## src/sv/qmb_pkg.sv

```systemverilog
// Package for the quadtree mass binning block: command codes, register
// indexes, shade constants and the tree-size helper functions.
// Used by the top level and the shade unit; depends on nothing.
package qmb_pkg;

    typedef enum logic [1:0] {
        CMD_ADD   = 2'd0,
        CMD_CLEAR = 2'd1,
        CMD_READ  = 2'd2
    } t_cmd;

    localparam logic [1:0] CFG_ORIGIN_X  = 2'd0;
    localparam logic [1:0] CFG_ORIGIN_Y  = 2'd1;
    localparam logic [1:0] CFG_MASS_UNIT = 2'd2;

    localparam int SHADE_CAP  = 10;
    localparam int SHADE_FULL = 255;
    localparam int SHADE_STEP = SHADE_FULL / SHADE_CAP;

    localparam int MAX_SPLITS = 12;

    function automatic int f_num_levels(input int root_size, input int leaf_size);
        int n;
        n = 1;
        for (int k = 0; k <= MAX_SPLITS; k++) begin
            if ((root_size >> k) > leaf_size) begin
                n = n + 1;
            end
        end
        return n;
    endfunction

    // First store index of each readable level, (4**level - 1) / 3.
    function automatic logic [12:0] f_level_base(input logic [2:0] level);
        logic [12:0] b;
        case (level)
            3'd0: b = 13'd0;
            3'd1: b = 13'd1;
            3'd2: b = 13'd5;
            3'd3: b = 13'd21;
            3'd4: b = 13'd85;
            3'd5: b = 13'd341;
            3'd6: b = 13'd1365;
            default: b = 13'd5461;
        endcase
        return b;
    endfunction

endpackage

```

## src/sv/qmb_shade_unit.sv

```systemverilog
// Iterative shade unit: repeated compare and subtract of the mass unit,
// capped at ten steps, gives min(10, mass / unit) * 25.
// Depends on qmb_pkg for the shade constants.
module qmb_shade_unit (
    input  logic        i_clk,
    input  logic        i_rst_n,
    input  logic        i_start,
    input  logic [31:0] i_mass,
    input  logic [15:0] i_unit,
    output logic        o_done,
    output logic [7:0]  o_shade
);
    import qmb_pkg::*;

    typedef enum logic {
        ST_IDLE,
        ST_RUN
    } t_state;

    localparam logic [3:0] CAP  = 4'(SHADE_CAP);
    localparam logic [7:0] STEP = 8'(SHADE_STEP);

    t_state      r_state;
    logic [31:0] r_rem;
    logic [15:0] r_unit;
    logic [3:0]  r_q;
    logic [7:0]  r_shade;
    logic        r_done;

    logic        stop;

    assign stop = (r_q == CAP) || (r_rem < {16'd0, r_unit});

    always_ff @(posedge i_clk) begin
        if (!i_rst_n) begin
            r_state <= ST_IDLE;
            r_done  <= 1'b0;
        end else begin
            r_done <= 1'b0;
            unique case (r_state)
                ST_IDLE: begin
                    if (i_start) begin
                        r_rem   <= i_mass;
                        r_unit  <= (i_unit == 16'd0) ? 16'd1 : i_unit;
                        r_q     <= 4'd0;
                        r_shade <= 8'd0;
                        r_state <= ST_RUN;
                    end
                end
                ST_RUN: begin
                    if (stop) begin
                        r_done  <= 1'b1;
                        r_state <= ST_IDLE;
                    end else begin
                        r_rem   <= r_rem - {16'd0, r_unit};
                        r_q     <= r_q + 4'd1;
                        r_shade <= r_shade + STEP;
                    end
                end
                default: r_state <= ST_IDLE;
            endcase
        end
    end

    assign o_done  = r_done;
    assign o_shade = r_shade;

endmodule
```

## config.mk

```make
export PLATFORM = sky130hd
export DESIGN_NAME = qmb_shade_unit
export DESIGN_NICKNAME = d
export VERILOG_FILES = /design/src/sv/qmb_pkg.sv /design/src/sv/qmb_shade_unit.sv
export SDC_FILE = /design/constraint.sdc
export NUM_CORES = 1
export LEC_CHECK = 0
export BUFFER_PORTS_ARGS = -buffer_cell sky130_fd_sc_hd__buf_4
export CAP_MARGIN = 10
export CORE_UTILIZATION = 40
export DETAILED_ROUTE_END_ITERATION = 16
export PLACE_DENSITY_LB_ADDON = 0.3
export SLEW_MARGIN = 0
export SYNTH_ARGS = -nofsm -noshare
export SYNTH_HDL_FRONTEND = slang
export SYNTH_SLANG_ARGS = --single-unit
```

## constraint.sdc

```tcl
create_clock -name i_clk -period 6.2 [get_ports i_clk]
set_input_delay 0.93 -clock i_clk [delete_from_list [all_inputs] [get_ports i_clk]]
set_output_delay 0.93 -clock i_clk [all_outputs]
set_load 0.01 [all_outputs]
```

==> results.py <==
metrics = {
    "synthesis": {
        "yosysUniqueCellTypes": 58,
        "synth_cells": 380,
        "synth.avg_cell_area_um2": 10.3,
        "ys_warn_count": 0,
        "async_flop_share": 0,
        "ys.flop_type": "edfxtp_1",
        "synthTopCellsByCount": "60 x edfxtp_1, 32 x nor2_1, 26 x nand2_1",
        "yosys_register_bits": 62,
        "synth_edf_count": 60,
        "syn_nets": 451,
        "yosysMostFrequentCell": "edfxtp_1",
        "synth_top_cell_by_area": "edfxtp_1",
        "synth_top_area_frac": 0.459,
        "syn_area_um2": 3920,
        "ys_top_cells_by_area": "edfxtp_1 46%, ha_1 6.1%, mux2_2 4.3%",
        "yosysSeqAreaShare": 0.470,
    },
    "sta": {
        "drv_slew": 0,
        "worst_slack_ns": 2.65,
        "clock_skew_ns": 0.0120,
        "tightestPinTransition_ns": 0.966,
        "max_freq_ghz": 0.282,
        "rsz0062_at_grt": "false",
        "period_share": 0.572,
        "hold_viol": 0,
        "slew_headroom": 0.356,
        "setup_tns_ns": 0,
        "setup_violations": 0,
        "fin_crit_ns": 3.55,
    },
    "die": {
        "die_area_um2": 10200,
        "core-area_um2": 9370,
        "row_count": 35,
        "start_util": 0.418,
        "die_h_um": 101,
        "io_pins": 60,
        "fp.dieW_um": 101,
    },
    "cts": {
        "clk_pin_slew_worst_paths_ns": 0.07,
        "post_cts_buffers": 0,
        "cts_tree": "yes",
        "ctsResizeCount": 0,
        "cts_buffers": 9,
        "clkSinkCount": 62,
        "cts_buffer_depth": 2,
        "cts-root-buf": "clkbuf_8",
        "hold_buffers": 0,
        "clk_latency_ns": 0.34,
        "htreeDepth": 3,
    },
    "critical_path": {
        "worst_setup_path_end_kind": "flop",
        "crit_path_start_kind": "flop",
        "r2r_setup_slack_ns": 2.65,
        "path_cells": "inv_1 -> ha_1 -> inv_1 -> fa_1 -> a21o_1 -> a221oi_1 -> o2bb2ai_1 -> o21ai_1 -> nand3b_1 -> a41o_2",
        "r2r-start": "r_rem[0]",
        "cp.required_ns": 6.14,
        "reg2reg_depth": 10,
        "cp_max_fo": 44,
        "cpLargestDelayFamily": "compound AO/OA/AOI/OAI gates",
        "crit_start": "r_rem[0]",
        "crit_slowest_cell": "a41o_2",
        "path_class": "reg2reg",
        "cpMostUsedCell": "inv_1",
        "cp.buffers_inverters": 2,
        "arrival_ns": 3.49,
        "max_stage_delay_ns": 0.67,
        "r2r_end": "r_rem[16]",
    },
    "layout": {
        "regArea_um2": 1840,
        "layout.nets": 495,
        "final_layout_size_suffix_gt1_frac": 0.238,
        "antenna_cells": 0,
        "layoutNonFillerInstCount": 557,
        "multi_input_area_um2": 1890,
        "nFillCells": 883,
        "synthToLayoutAreaGrowth_pct": 17.4,
    },
    "global_routing": {
        "first_global_vias": 2891,
        "antenna_found_initial": 0,
        "grt_pass1_wl_um": 14000,
        "track_usage": 0.180,
        "grt_start_max_net_pins": 50,
        "grt.overflow.total": 0,
    },
    "run": {
        "maxCapViolations": 0,
    },
    "power_and_ir_drop": {
        "max-vdd-ir-drop_v": 0.000119,
        "powerDensity_nw_per_um2": 256,
        "total_leakage_power_nw": 1.76,
    },
    "place": {
        "post-place-ws_ns": 2.67,
        "gp_congestion": 0.869,
        "dp_hpwl_um": 6330,
        "placedCellCount": 542,
        "portBuffers": 59,
    },
    "status": {
        "status": "complete, no violations",
    },
    "hold_path": {
        "hp-class": "reg2reg",
        "min_from": "o_shade[0]",
        "worstHoldEndpoint": "o_shade[0]",
        "hold_depth": 1,
    },
    "routing": {
        "wl_per_cell_um": 15.3,
        "drc": 0,
        "wl_um": 8520,
        "num_vias": 3019,
        "dr.pass1.iters": 4,
        "postRouteAntennaNets": 0,
        "vias_per_cell": 5.42,
        "initialDrtViolationCount": 167,
    },
}
## logic make-up (layout without fill, tap and decap cells)
logic type | Yosys count | after routing | share of synthesized area
compound gates | 84 | 84 | 0.151
xor+xnor | 23 | 23 | 0.0514
fa+ha+maj | 20 | 20 | 0.0657
buf+inv | 49 | 97 | 0.0495
flops | 62 | 62 | 0.470
mux | 18 | 18 | 0.0507
simple gates | 124 | 124 | 0.162
## worst max-delay path by stage
| stage | slack [ns] | depth (start not counted) | to |
|---|---|---|---|
| floorplan | 2.93 | 10 | o_shade[0] |
| global placement | 2.77 | 10 | r_rem[11] |
| detailed placement | 2.67 | 10 | r_rem[16] |
| CTS | 2.63 | 10 | r_rem[17] |
| global route | 2.35 | 10 | r_rem[17] |
| finish | 2.65 | 10 | r_rem[16] |
## power by group
| group | switching [mW] | internal, mW | total (mW) |
|---|---|---|---|
| clock | 0.156 | 0.181 | 0.337 |
| combinational | 0.158 | 0.134 | 0.292 |
| sequential | 0.0319 | 0.518 | 0.550 |
| total | 0.346 | 0.833 | 1.18 |
## flip-flops by register name, indices dropped and copies added, names as in the netlist
signal   cells
o_done       1
o_shade      8
r_q          4
r_rem       32
r_state      1
r_unit      16
## metrics by stage
| stage | utilization | cell area (um^2) | total power, mW | hold slack [ns] |
|---|---|---|---|---|
| 3_5_place_dp | 0.472 | 4420 | 0.850 | 0.610 |
| 2_1_floorplan | - | 3920 | 0.765 | 0.579 |
| 4_1_cts | 0.491 | 4600 | 1.19 | 0.621 |
| 5_1_grt | 0.491 | 4600 | 1.25 | 0.634 |
| 6_report | 0.491 | 4600 | 1.18 | 0.623 |
| 3_3_place_gp | 0.472 | 4420 | 0.842 | 0.604 |
## layout by cell type, fill, tap and decap left out, types with 4 or more instances in the layout
cell and count:
a21o_1 5, a21oi_1 21, a31oi_1 10, buf_4 60, clkbuf_8 9, edfxtp_1 60, ha_1 19, inv_1 22
mux2_2 15, nand2_1 26, nand2b_1 5, nand3_1 13, nor2_1 32, nor3_1 7, nor4_1 8, o211ai_1 4
o21a_1 6, o21ai_0 13, or3_1 5, xnor2_1 15, xor2_1 8
## area by class of cell
type,instances,share of cell area
timing repair buffer,60,0.0978
clock inverter,5,0.0114
sequential,62,0.400
multi-input combinational,269,0.410
clock buffer,10,0.0277
inverter,22,0.0179
tap,129,0.0351
## routing by layer
layer / wire length (um) / share of wire / global-route usage
met1: 3970 / 0.47 / 0.243
met2: 4010 / 0.47 / 0.277
met3: 407 / 0.048 / 0.0354
met4: 127 / 0.015 / 0.0858
met5: 0 / 0 / 0
(Power assumes the default switching activity.)
